### config.mk
export PLATFORM = sky130hd
export DESIGN_NAME = radix_conversion_to_ascii
export DESIGN_NICKNAME = d
export VERILOG_FILES = /design/src/rtl/core/rcta_pkg.sv /design/src/rtl/core/rcta_front.sv /design/src/rtl/core/rcta_back.sv /design/src/rtl/core/radix_conversion_to_ascii.sv
export SDC_FILE = /design/constraint.sdc
export NUM_CORES = 1
export LEC_CHECK = 0
export ABC_AREA = 1
export BUFFER_PORTS_ARGS = -buffer_cell sky130_fd_sc_hd__buf_2
export CAP_MARGIN = 20
export CORE_ASPECT_RATIO = 1.4
export CORE_MARGIN = 2
export CORE_UTILIZATION = 55
export CTS_CLUSTER_DIAMETER = 100
export DETAILED_ROUTE_END_ITERATION = 16
export GPL_ROUTABILITY_DRIVEN = 0
export HOLD_SLACK_MARGIN = 0.03
export PLACE_DENSITY = 0.81
export SLEW_MARGIN = 10
export SYNTH_ARGS = -nofsm -noshare
export SYNTH_HDL_FRONTEND = slang
export SYNTH_SLANG_ARGS = --single-unit
export TNS_END_PERCENT = 10
### constraint.sdc
create_clock -name clk_i -period 10 [get_ports clk_i]
set_clock_uncertainty 0.15 [all_clocks]
set_input_delay 1 -clock clk_i [delete_from_list [all_inputs] [get_ports clk_i]]
set_output_delay 1 -clock clk_i [all_outputs]
set_load 0.005 [all_outputs]
### src/rtl/core/rcta_pkg.sv
`timescale 1ns / 1ps
`default_nettype none

package rcta_pkg;

  // field widths
  localparam int unsigned IntW  = 31;
  localparam int unsigned FracW = 32;
  localparam int unsigned BaseW = 5;
  localparam int unsigned CharW = 7;
  localparam int unsigned DigitW = 4;

  // sizes
  localparam int unsigned FRAC_BITS   = 32;
  localparam int unsigned FRAC_DIGITS = 3;
  localparam int unsigned STACK_DEPTH = 32;

  localparam int unsigned StackAw   = $clog2(STACK_DEPTH);
  localparam int unsigned DepthW    = $clog2(STACK_DEPTH + 1);
  localparam int unsigned FracCntW  = $clog2(FRAC_DIGITS + 1);

  // divider: DivSteps quotient bits per cycle
  localparam int unsigned DivSteps  = 8;
  localparam int unsigned DivCycles = (IntW + DivSteps - 1) / DivSteps;
  localparam int unsigned DivW      = DivCycles * DivSteps;
  localparam int unsigned StepW     = (DivCycles > 1) ? $clog2(DivCycles) : 1;

  // command queue
  localparam int unsigned QDepth = 2;
  localparam int unsigned QPtrW  = $clog2(QDepth);
  localparam int unsigned QCntW  = $clog2(QDepth + 1);

  // radix limits
  localparam logic [BaseW-1:0] BaseMin = BaseW'(2);
  localparam logic [BaseW-1:0] BaseMax = BaseW'(16);

  // ascii codes
  localparam logic [CharW-1:0] CharZero = 7'h30;
  localparam logic [CharW-1:0] CharA    = 7'h41;
  localparam logic [CharW-1:0] CharDot  = 7'h2E;
  localparam logic [CharW-1:0] CharNone = 7'h00;
  localparam logic [DigitW-1:0] DigitTen = 4'd10;

  typedef struct packed {
    logic [IntW-1:0]  integer_part;
    logic [FracW-1:0] fraction_part;
    logic [BaseW-1:0] base;
    logic             bad;
  } cmd_t;

  typedef enum logic [2:0] {
    StIdle,
    StDiv,
    StPopRd,
    StPopWr,
    StDot,
    StFrac
  } back_state_e;

  function automatic logic [CharW-1:0] digit_char(input logic [DigitW-1:0] d);
    logic [CharW-1:0] c;
    if (d < DigitTen) begin
      c = CharZero + CharW'(d);
    end else begin
      c = CharA + CharW'(d - DigitTen);
    end
    return c;
  endfunction

endpackage

`default_nettype wire

### src/rtl/core/rcta_front.sv
`timescale 1ns / 1ps
`default_nettype none

module rcta_front
  import rcta_pkg::*;
(
  input  wire logic             clk_i,
  input  wire logic             rst_ni,
  input  wire logic             in_valid_i,
  output logic                  in_ready_o,
  input  wire logic [IntW-1:0]  integer_part_i,
  input  wire logic [FracW-1:0] fraction_part_i,
  input  wire logic [BaseW-1:0] base_i,
  output logic                  cmd_valid_o,
  input  wire logic             cmd_ready_i,
  output cmd_t                  cmd_o
);

  cmd_t             queue_q [QDepth];
  logic [QPtrW-1:0] wr_ptr_q, wr_ptr_d;
  logic [QPtrW-1:0] rd_ptr_q, rd_ptr_d;
  logic [QCntW-1:0] count_q, count_d;
  logic             push, pop;
  cmd_t             cmd_in;

  // classify: flag radix outside the supported range
  always_comb begin
    cmd_in.integer_part  = integer_part_i;
    cmd_in.fraction_part = fraction_part_i;
    cmd_in.base          = base_i;
    cmd_in.bad           = (base_i < BaseMin) || (base_i > BaseMax);
  end

  assign in_ready_o  = (count_q != QCntW'(QDepth));
  assign cmd_valid_o = (count_q != '0);
  assign cmd_o       = queue_q[rd_ptr_q];
  assign push        = in_valid_i && in_ready_o;
  assign pop         = cmd_valid_o && cmd_ready_i;

  always_comb begin
    wr_ptr_d = wr_ptr_q;
    rd_ptr_d = rd_ptr_q;
    count_d  = count_q;
    if (push) begin
      wr_ptr_d = (wr_ptr_q == QPtrW'(QDepth - 1)) ? '0 : wr_ptr_q + 1'b1;
    end
    if (pop) begin
      rd_ptr_d = (rd_ptr_q == QPtrW'(QDepth - 1)) ? '0 : rd_ptr_q + 1'b1;
    end
    if (push && !pop) begin
      count_d = count_q + 1'b1;
    end else if (pop && !push) begin
      count_d = count_q - 1'b1;
    end
  end

  always_ff @(posedge clk_i or negedge rst_ni) begin
    if (!rst_ni) begin
      wr_ptr_q <= '0;
      rd_ptr_q <= '0;
      count_q  <= '0;
    end else begin
      wr_ptr_q <= wr_ptr_d;
      rd_ptr_q <= rd_ptr_d;
      count_q  <= count_d;
    end
  end

  always_ff @(posedge clk_i) begin
    if (push) begin
      queue_q[wr_ptr_q] <= cmd_in;
    end
  end

endmodule

`default_nettype wire

### src/rtl/core/rcta_back.sv
`timescale 1ns / 1ps
`default_nettype none

module rcta_back
  import rcta_pkg::*;
(
  input  wire logic              clk_i,
  input  wire logic              rst_ni,
  input  wire logic              cmd_valid_i,
  output logic                   cmd_ready_o,
  input  wire cmd_t              cmd_i,
  output logic                   out_valid_o,
  input  wire logic              out_ready_i,
  output logic [CharW-1:0]       character_o,
  output logic                   last_char_o,
  output logic                   bad_base_o
);

  back_state_e           state_q, state_d;
  logic [DivW-1:0]       quo_q, quo_d;
  logic [DigitW-1:0]     rem_q, rem_d;
  logic [StepW-1:0]      step_q, step_d;
  logic [DepthW-1:0]     depth_q, depth_d;
  logic [FRAC_BITS-1:0]  fr_q, fr_d;
  logic [BaseW-1:0]      base_q, base_d;
  logic [FracCntW-1:0]   fcnt_q, fcnt_d;

  logic                  out_valid_q, out_valid_d;
  logic [CharW-1:0]      out_char_q, out_char_d;
  logic                  out_last_q, out_last_d;
  logic                  out_bad_q, out_bad_d;

  logic [DigitW-1:0]     stack_mem [STACK_DEPTH];
  logic [DigitW-1:0]     rd_data_q;
  logic                  push_en, rd_en;
  logic [StackAw-1:0]    rd_addr;

  logic                  out_free;
  logic                  step_last;
  logic                  frac_last;
  logic [DivW-1:0]       div_quo;
  logic [BaseW-1:0]      div_rem;
  logic [FRAC_BITS+BaseW-1:0] prod;

  assign out_free  = !out_valid_q || out_ready_i;
  assign step_last = (step_q == StepW'(DivCycles - 1));
  assign frac_last = (fcnt_q == FracCntW'(FRAC_DIGITS - 1));
  assign rd_addr   = StackAw'(depth_q - 1'b1);
  assign prod      = (FRAC_BITS + BaseW)'(fr_q) * (FRAC_BITS + BaseW)'(base_q);

  // restoring division, DivSteps quotient bits per cycle, msb first
  always_comb begin
    logic [BaseW-1:0] r;
    logic [DivW-1:0]  q;
    r = BaseW'(rem_q);
    q = quo_q;
    for (int i = 0; i < DivSteps; i++) begin
      r = {r[BaseW-2:0], q[DivW-1]};
      q = {q[DivW-2:0], 1'b0};
      if (r >= base_q) begin
        r    = r - base_q;
        q[0] = 1'b1;
      end
    end
    div_quo = q;
    div_rem = r;
  end

  assign cmd_ready_o = (state_q == StIdle) && (!cmd_i.bad || out_free);

  // next state
  always_comb begin
    state_d = state_q;
    unique case (state_q)
      StIdle: begin
        if (cmd_valid_i && !cmd_i.bad) begin
          state_d = StDiv;
        end
      end
      StDiv: begin
        if (step_last && (div_quo == '0)) begin
          state_d = StPopRd;
        end
      end
      StPopRd: begin
        state_d = StPopWr;
      end
      StPopWr: begin
        if (out_free) begin
          state_d = (depth_q == '0) ? StDot : StPopRd;
        end
      end
      StDot: begin
        if (out_free) begin
          state_d = StFrac;
        end
      end
      StFrac: begin
        if (out_free && frac_last) begin
          state_d = StIdle;
        end
      end
      default: state_d = StIdle;
    endcase
  end

  // datapath and result register
  always_comb begin
    quo_d       = quo_q;
    rem_d       = rem_q;
    step_d      = step_q;
    depth_d     = depth_q;
    fr_d        = fr_q;
    base_d      = base_q;
    fcnt_d      = fcnt_q;
    push_en     = 1'b0;
    rd_en       = 1'b0;
    out_valid_d = out_valid_q && !out_ready_i;
    out_char_d  = out_char_q;
    out_last_d  = out_last_q;
    out_bad_d   = out_bad_q;
    unique case (state_q)
      StIdle: begin
        if (cmd_valid_i && cmd_ready_o) begin
          if (cmd_i.bad) begin
            out_valid_d = 1'b1;
            out_char_d  = CharNone;
            out_last_d  = 1'b1;
            out_bad_d   = 1'b1;
          end else begin
            quo_d   = DivW'(cmd_i.integer_part);
            rem_d   = '0;
            step_d  = '0;
            depth_d = '0;
            fr_d    = FRAC_BITS'(cmd_i.fraction_part);
            base_d  = cmd_i.base;
            fcnt_d  = '0;
          end
        end
      end
      StDiv: begin
        quo_d  = div_quo;
        rem_d  = DigitW'(div_rem);
        step_d = step_q + 1'b1;
        if (step_last) begin
          rem_d  = '0;
          step_d = '0;
          // digits past a full stack are dropped
          if (depth_q < DepthW'(STACK_DEPTH)) begin
            push_en = 1'b1;
            depth_d = depth_q + 1'b1;
          end
        end
      end
      StPopRd: begin
        rd_en   = 1'b1;
        depth_d = depth_q - 1'b1;
      end
      StPopWr: begin
        if (out_free) begin
          out_valid_d = 1'b1;
          out_char_d  = digit_char(rd_data_q);
          out_last_d  = 1'b0;
          out_bad_d   = 1'b0;
        end
      end
      StDot: begin
        if (out_free) begin
          out_valid_d = 1'b1;
          out_char_d  = CharDot;
          out_last_d  = 1'b0;
          out_bad_d   = 1'b0;
        end
      end
      StFrac: begin
        if (out_free) begin
          out_valid_d = 1'b1;
          out_char_d  = digit_char(prod[FRAC_BITS +: DigitW]);
          out_last_d  = frac_last;
          out_bad_d   = 1'b0;
          fr_d        = prod[FRAC_BITS-1:0];
          fcnt_d      = fcnt_q + 1'b1;
        end
      end
      default: begin
        out_valid_d = out_valid_q && !out_ready_i;
      end
    endcase
  end

  always_ff @(posedge clk_i or negedge rst_ni) begin
    if (!rst_ni) begin
      state_q     <= StIdle;
      step_q      <= '0;
      depth_q     <= '0;
      fcnt_q      <= '0;
      out_valid_q <= 1'b0;
    end else begin
      state_q     <= state_d;
      step_q      <= step_d;
      depth_q     <= depth_d;
      fcnt_q      <= fcnt_d;
      out_valid_q <= out_valid_d;
    end
  end

  always_ff @(posedge clk_i) begin
    quo_q      <= quo_d;
    rem_q      <= rem_d;
    fr_q       <= fr_d;
    base_q     <= base_d;
    out_char_q <= out_char_d;
    out_last_q <= out_last_d;
    out_bad_q  <= out_bad_d;
  end

  // digit stack
  always_ff @(posedge clk_i) begin
    if (push_en) begin
      stack_mem[depth_q[StackAw-1:0]] <= DigitW'(div_rem);
    end
    if (rd_en) begin
      rd_data_q <= stack_mem[rd_addr];
    end
  end

  assign out_valid_o = out_valid_q;
  assign character_o = out_char_q;
  assign last_char_o = out_last_q;
  assign bad_base_o  = out_bad_q;

`ifndef SYNTH
  a_bad_word_form: assert property (@(posedge clk_i) disable iff (!rst_ni)
    (out_valid_o && bad_base_o) |-> (last_char_o && (character_o == CharNone)))
    else $error("error word malformed");

  a_depth_bound: assert property (@(posedge clk_i) disable iff (!rst_ni)
    depth_q <= DepthW'(STACK_DEPTH))
    else $error("stack depth overflow");

  a_rem_below_base: assert property (@(posedge clk_i) disable iff (!rst_ni)
    (state_q == StDiv) |-> (BaseW'(rem_q) < base_q))
    else $error("partial remainder not below radix");

  a_pop_nonempty: assert property (@(posedge clk_i) disable iff (!rst_ni)
    (state_q == StPopRd) |-> (depth_q != '0))
    else $error("pop from empty digit stack");
`endif

endmodule

`default_nettype wire

### src/rtl/core/radix_conversion_to_ascii.sv
`timescale 1ns / 1ps
`default_nettype none

// radix conversion of a fixed-point number to an ascii digit string
// - input channel (in_valid_i / in_ready_o): one word carries integer_part,
//   fraction_part (scaled by 2^32) and base; base must lie in 2..16
// - output channel (out_valid_o / out_ready_i): one word per character, most
//   significant integer digit first, then '.', then three fraction digits;
//   last_char_o marks the final fraction digit
// - a base outside 2..16 yields one word: character 0, last_char and bad_base set
// - per number, the back end runs the divider once per integer digit, pops the
//   digits from the stack, emits '.', then the fraction digits; it takes the
//   next number only once the last character of the previous one is in the
//   result register; each integer digit passes through the shared 8-bit-per-cycle
//   divider, and a pop goes through a read state and a write state (registered
//   read); each fraction digit takes one 32x5 multiply
// - a bad-base word goes from the idle state straight into the result register
// - a two-word command queue sits between the classifying front end and the
//   back end, so new words are taken while a number is still being converted
// - when the receiver stalls, the result register holds its word and the
//   back end waits; the queue keeps accepting until full
// - reset clears the queue, the sequencer and the result valid; no clearing
//   pass is needed
module radix_conversion_to_ascii
  import rcta_pkg::*;
(
  input  wire logic             clk_i,
  input  wire logic             rst_ni,
  input  wire logic             in_valid_i,
  output logic                  in_ready_o,
  input  wire logic [IntW-1:0]  integer_part_i,
  input  wire logic [FracW-1:0] fraction_part_i,
  input  wire logic [BaseW-1:0] base_i,
  output logic                  out_valid_o,
  input  wire logic             out_ready_i,
  output logic [CharW-1:0]      character_o,
  output logic                  last_char_o,
  output logic                  bad_base_o
);

  // classified command between the two halves
  cmd_t cmd;
  logic cmd_valid;
  logic cmd_ready;

  // front end: accept and classify, queue commands
  rcta_front u_front (
    .clk_i           (clk_i),
    .rst_ni          (rst_ni),
    .in_valid_i      (in_valid_i),
    .in_ready_o      (in_ready_o),
    .integer_part_i  (integer_part_i),
    .fraction_part_i (fraction_part_i),
    .base_i          (base_i),
    .cmd_valid_o     (cmd_valid),
    .cmd_ready_i     (cmd_ready),
    .cmd_o           (cmd)
  );

  // back end: divide, stack, multiply, emit characters
  rcta_back u_back (
    .clk_i       (clk_i),
    .rst_ni      (rst_ni),
    .cmd_valid_i (cmd_valid),
    .cmd_ready_o (cmd_ready),
    .cmd_i       (cmd),
    .out_valid_o (out_valid_o),
    .out_ready_i (out_ready_i),
    .character_o (character_o),
    .last_char_o (last_char_o),
    .bad_base_o  (bad_base_o)
  );

endmodule

`default_nettype wire

==> results of run 1 <==
## path summary, 6_finish.rpt
check / endpoint / slack [ns]
min: u_back.depth_q[5] / 0.23
max: u_back.stack_mem[23][0] / -0.77
min reg2reg: u_front.count_q[1] / 0.36
max reg2reg: u_back.stack_mem[23][0] / -0.77
min in group clk_i: u_front.count_q[1] / 0.36
max in group asynchronous: u_front.rd_ptr_q / 9.14
## worst max-delay path: cells and delay by family (launching register included)
| family | cells | cell delay, ns |
|---|---|---|
| AND/OR/NAND/NOR | 33 | 3.29 |
| AO/OA/AOI/OAI | 16 | 2.58 |
| adder cells (fa/ha/maj) | 8 | 2.26 |
| buffers and inverters | 15 | 1.79 |
| flip-flops | 1 | 0.40 |
## synthesized netlist by cell type (3+ instances only)
| cell | instances | area share [%] |
|---|---|---|
| a2111oi_0 | 3 | 0.12 |
| xor2_1 | 20 | 0.80 |
| fa_1 | 97 | 8.8 |
| o21ai_0 | 85 | 1.9 |
| o211ai_1 | 12 | 0.41 |
| and2_1 | 4 | 0.11 |
| o21ai_1 | 9 | 0.20 |
| and3_1 | 3 | 0.085 |
| nor2_1 | 236 | 4.0 |
| o221ai_1 | 10 | 0.40 |
| inv_1 | 285 | 4.9 |
| o32ai_1 | 25 | 0.99 |
| nand2_1 | 663 | 11 |
| buf_2 | 14 | 0.32 |
| buf_1 | 8 | 0.14 |
| ha_1 | 98 | 5.6 |
| xnor2_1 | 26 | 1.0 |
| o21ai_2 | 3 | 0.12 |
| a21o_1 | 4 | 0.14 |
| nor3_1 | 4 | 0.091 |
| edfxtp_1 | 352 | 48 |
| nor2_4 | 4 | 0.20 |
| nand4_1 | 10 | 0.28 |
| nand3_1 | 53 | 1.2 |
| nand2_2 | 17 | 0.48 |
| a21oi_1 | 54 | 1.2 |
| mux2i_1 | 11 | 0.50 |
| nand3_2 | 7 | 0.32 |
| inv_2 | 12 | 0.20 |
| o31ai_1 | 4 | 0.14 |
| dfrtp_1 | 18 | 2.0 |
| a31oi_1 | 45 | 1.3 |
| or2_2 | 10 | 0.28 |
| nor4_1 | 3 | 0.085 |
| clkbuf_1 | 49 | 0.84 |
| o21bai_1 | 11 | 0.38 |
## registers in the layout, summed over array words and instances (netlist names)
register,count
u_back.base_q,5
u_back.rd_data_q,4
u_back.bad_base_o,1
u_front.count_q,2
u_back.stack_mem,128
u_front.wr_ptr_q,1
u_front.rd_ptr_q,1
u_back.step_q,2
u_back.last_char_o,1
u_back.depth_q,6
u_back.quo_q,32
u_back.state_q,3
u_back.rem_q,4
u_back.character_o,7
u_back.fcnt_q,2
u_back.fr_q,32
u_front.queue_q,138
u_back.out_valid_o,1
## per-layer routing
metal	vias up	routed length, um	part of all wire, %	GRT usage [%]
met1	8138	19720	35	27.58
met2	829	28910	52	47.15
met3	259	3575	6.4	3.529
met5	-	0	0	0
met4	0	3436	6.2	15.02
li1	7791	-	-	-
## kinds of logic (layout without fill, tap and decap cells)
kind of cell               count (synthesis)  after routing  share of synthesized area, %
AOI/OAI and AO/OA                        278            278                         7.896
xor gates and xnor gates                  48             48                         1.978
adders and majority gates                195            195                         14.39
buffers and inverters                    370            511                         6.424
DFF                                      370            370                         50.07
muxes                                     11             11                        0.5003
other                                      0              1                             0
and+or+nand+nor                         1020           1020                         18.74
## cell type report
type | count | area, um^2
clock inverters | 21 | 150.1
inverters | 297 | 1135
diodes | 1 | 2.502
clock buffers | 42 | 923.4
fillers | 3003 | 14340
well taps | 528 | 660.6
repair buffers | 151 | 1062
flip-flops and latches | 370 | 11020
multi-input cells | 1552 | 10090
## repair_timing
action                                  CTS  global route
endpoints found under the setup margin  136           136
hold endpoints to repair                  0             0
hold buffers                              0             0
pin swaps                                15            48
setup buffers                            14            25
gates cloned                              0             4
resized for setup                        15            73
## through the flow
stage	TNS (ns)	hold WS [ns]	util [%]
after CTS	0	0.2391	62.06
after global placement	0	0.3325	58.88
after floorplan	-5.121	0.3158	-
after global routing	-153.12	0.2560	63.59
final	-86.82	0.2327	63.59
after detailed placement	-55.36	0.3449	58.88
==> flow_summary_export.csv, run 1 <==
group,metric,value,unit
placement,dp_hpwl,35810,um
critical_path,max_stage_delay,0.40,ns
floorplanning,die-height,240.7,um
logic_synthesis,async_reset_ff_share,4.865,%
cts,cts_num_sinks,370,
cts,clockBufferDepth,3,
finish,final_cells,2962,
placement,dp.cells,2854,
cts,cts-root-buf,"clkbuf_16",
logic_synthesis,yosysUniqueCellTypes,54,
timing,finalHoldViolCount,0,
timing,rsz0062_at_grt,"true",
cts,clkTransAtPathRegs,0.06,ns
floorplanning,core_area,39380,um^2
finish,final_cell_mix,"nand2_1, edfxtp_1, inv_1",
min_path,hp-class,"in2async",
floorplanning,start_util,55.89,%
finish,nets,2675,
timing,clock.fmax,0.09288,GHz
timing,tightestPinTransition,0.9962,ns
logic_synthesis,syn_avg_cell_area,9.603,um^2
route,drc,0,
floorplanning,ios,83,
critical_path,worst_ep_arrival_time,10.91,ns
logic_synthesis,ys_ff_latch,370,
cts,cts_buffers,36,
grt,grt_pass1_wl,84780,um
route,dr.pass1.iters,5,
logic_synthesis,syn_nets,2559,
timing,report.final.slew_viol_count,0,
critical_path,worstSetupStartpoint,"u_back.base_q[1]",
job,timing.max_cap.violations,0,
critical_path,critPathRequiredTime,10.14,ns
status,failed_checks,"negative setup slack",
logic_synthesis,ys_warn_count,0,
cts,cts_tree,"done",
route,routed_via_density,5.745,
logic_synthesis,synth_cells,2292,
timing,fin_crit_sh,107.7,%
grt,antenna_found_initial,1,
route,drt_iter0_drc,1478,
grt,grt.total_usage,25.35,%
status,outcome,"finished with violations",
critical_path,end_kind,"register",
route,wl,55640,um
placement,place_worst_setup_slack,-0.4665,ns
finish,areaGrowthSynthToFinish,13.79,%
timing,setup_viol,136,
critical_path,path_max_fanout,16,
cts,clk_latency,0.55,ns
timing,fin_crit,10.77,ns
cts,htree_levels,2,
route,wl_per_cell,18.79,um
floorplanning,fp.dieW,173.1,um
critical_path,reg2reg_from,"u_back.base_q[1]",
floorplanning,core.rowCount,86,
placement,place_area,23190,um^2
route,ant_nets,0,
logic_synthesis,seq_area_frac_synth,50.07,%
finish,final_layout_size_suffix_gt1_share,15.08,%
critical_path,crit_top_cell,"nand2_2",
logic_synthesis,syn-cell-area,22010,um^2
logic_synthesis,synth_edf_count,352,
finish,final_cell_area,25050,um^2
grt,grt_pass1_vias,17500,
floorplanning,dieArea,41660,um^2
logic_synthesis,synth-main-ff-cell,"edfxtp_1",
timing,layout_setup_ws,-0.7661,ns
route,via_count,17020,
critical_path,worstRegToRegCells,72,
critical_path,setup.worst_path.class,"reg2reg",
grt,grt_max_degree,71,
critical_path,cp_slowest_cell,"edfxtp_1",
finish,final_common_cell,"nand2_1",
grt,gr-total-overflow,0,
timing,relSlewSlack,33.46,%
placement,port_buffers,82,
critical_path,cp-start-kind,"register",
Power of run 1 is left out: the tool's default activity adds up to more than one toggle a clock period on the data nets, which glitch-free logic cannot reach.
==> run 2: changes to the inputs <==
REMOVE_ABC_BUFFERS = 1   (was unset)
==> run 2 against run 1 <==
The run still ends with negative setup slack left. Via count up 2.3%. Register-to-register slack better by 0.23 ns. Worst setup slack better by 0.23 ns. Count of clock-buffer cells in the layout up 5. Worst hold slack worse by 0.013 ns. Non-clock buffer count up 21. Critical endpoint is now u_back.stack_mem[23][3].
==> flow_summary_export.csv, run 2 (synthesis gave the netlist of run 1 again) <==
group,metric,value,unit
status,failed_checks,"negative setup slack",
finish,regMostFlops,"u_front.queue_q",
finish,areaGrowthSynthToFinish,15.74,%
timing,layout_setup_ws,-0.5348,ns
grt,antenna_found_initial,4,
finish,final_layout_size_suffix_gt1_share,16.57,%
cts,cts_num_sinks,370,
route,routed_via_density,5.825,
floorplanning,ios,83,
timing,finalHoldViolCount,0,
grt,grt_pass1_wl,82280,um
timing,rsz0062_at_grt,"true",
finish,final_common_cell,"nand2_1",
timing,report.final.slew_viol_count,0,
floorplanning,core_area,39380,um^2
critical_path,critPathRequiredTime,10.16,ns
finish,largest_reg_flops,138,
critical_path,end_kind,"register",
cts,clkTransAtPathRegs,0.07,ns
cts,clockBufferDepth,3,
route,drc,0,
grt,grt.total_usage,24.61,%
cts,cts-root-buf,"clkbuf_16",
route,drt_iter0_drc,1726,
route,ant_nets,0,
timing,fin_crit,10.53,ns
critical_path,worst_ep_arrival_time,10.69,ns
critical_path,crit_top_cell,"nand2_2",
critical_path,worstRegToRegCells,71,
cts,htree_levels,2,
critical_path,cp-start-kind,"register",
route,via_count,17410,
timing,clock.fmax,0.09492,GHz
critical_path,path_max_fanout,7,
floorplanning,dieArea,41660,um^2
route,wl,56650,um
status,outcome,"finished with violations",
finish,nets,2698,
grt,grt_max_degree,71,
route,wl_per_cell,18.96,um
critical_path,cp_slowest_cell,"edfxtp_1",
grt,gr-total-overflow,0,
floorplanning,fp.dieW,173.1,um
grt,grt_pass1_vias,17280,
placement,dp_hpwl,34920,um
timing,fin_crit_sh,105.3,%
cts,cts_tree,"done",
placement,port_buffers,82,
cts,cts_buffers,36,
critical_path,setup.worst_path.class,"reg2reg",
cts,hold_buffers,0,
timing,tightestPinTransition,1.077,ns
timing,finalSetupTns,-62.20,ns
floorplanning,die-height,240.7,um
critical_path,max_stage_delay,0.48,ns
floorplanning,core.rowCount,86,
cts,clk_latency,0.56,ns
finish,final_cell_mix,"nand2_1, edfxtp_1, inv_1",
min_path,hp-class,"in2async",
job,timing.max_cap.violations,0,
timing,relSlewSlack,28.05,%
timing,setup_viol,136,
floorplanning,start_util,55.89,%
finish,nFillCells,2870,
route,dr.pass1.iters,6,
-- run 2: timing repair --
item / in CTS / in global routing
gates resized for setup: 42 / 141
buffers inserted: 17 / 30
pin swaps: 20 / 61
setup endpoints to repair: 136 / 136
gates cloned: 1 / 4
-- run 2: layer usage --
layer / vias up / GRT usage [%] / share of wire, %
met5: - / 0 / 0
li1: 7841 / - / -
met2: 927 / 45.37 / 52
met4: 0 / 14.97 / 6.6
met3: 286 / 3.592 / 6.9
met1: 8352 / 26.83 / 35
-- run 2: layout make-up --
class,count,area (um^2),area share [%]
Antenna cell,4,10.01,0.03929
Timing Repair inverter,2,12.51,0.04912
Clock inverter,16,161.4,0.6336
Clock buffer,47,963.4,3.782
Multi-Input combinational cell,1552,10310,40.46
Inverter,297,1134,4.450
Sequential cell,370,11020,43.27
Tap cell,528,660.6,2.593
Timing Repair Buffer,172,1202,4.720
-- run 2: final timing paths --
path                                  start                      end  slack [ns]
hold / removal                       rst_ni        u_back.depth_q[4]        0.22
setup / recovery            u_back.rem_q[1]  u_back.stack_mem[23][3]       -0.53
max in group asynchronous            rst_ni         u_front.rd_ptr_q        9.13
setup reg to reg            u_back.rem_q[1]  u_back.stack_mem[23][3]       -0.53
min in group clk_i         u_back.step_q[0]         u_back.step_q[0]        0.37
hold reg to reg            u_back.step_q[0]         u_back.step_q[0]        0.37
-- run 2: stage by stage --
| stage | cell area (um^2) | hold slack, ns | setup WS (ns) | std cells | utilization [%] |
|---|---|---|---|---|---|
| 3_5_place_dp | 23110 | 0.3513 | -0.6415 | 2869 | 58.68 |
| 5_1_grt | 25470 | 0.2428 | -0.8721 | 2985 | 64.66 |
| 2_1_floorplan | 21710 | 0.3158 | -0.8786 | 2219 | - |
| 3_3_place_gp | 23110 | 0.3331 | 0.1216 | 2869 | 58.68 |
| 4_1_cts | 24520 | 0.2318 | 0.004560 | 2950 | 62.27 |
| 6_report | 25470 | 0.2196 | -0.5348 | 2988 | 64.68 |
-- run 2: critical path: cells and delay by family (launching register included) --
family / cells / cell delay (ns)
buffers and inverters: 16 / 1.77
AO/OA/AOI/OAI: 15 / 2.42
AND/OR/NAND/NOR: 32 / 3.15
adder cells (fa/ha/maj): 8 / 2.22
flip-flops: 1 / 0.48
Power of run 2 is left out for the same reason.
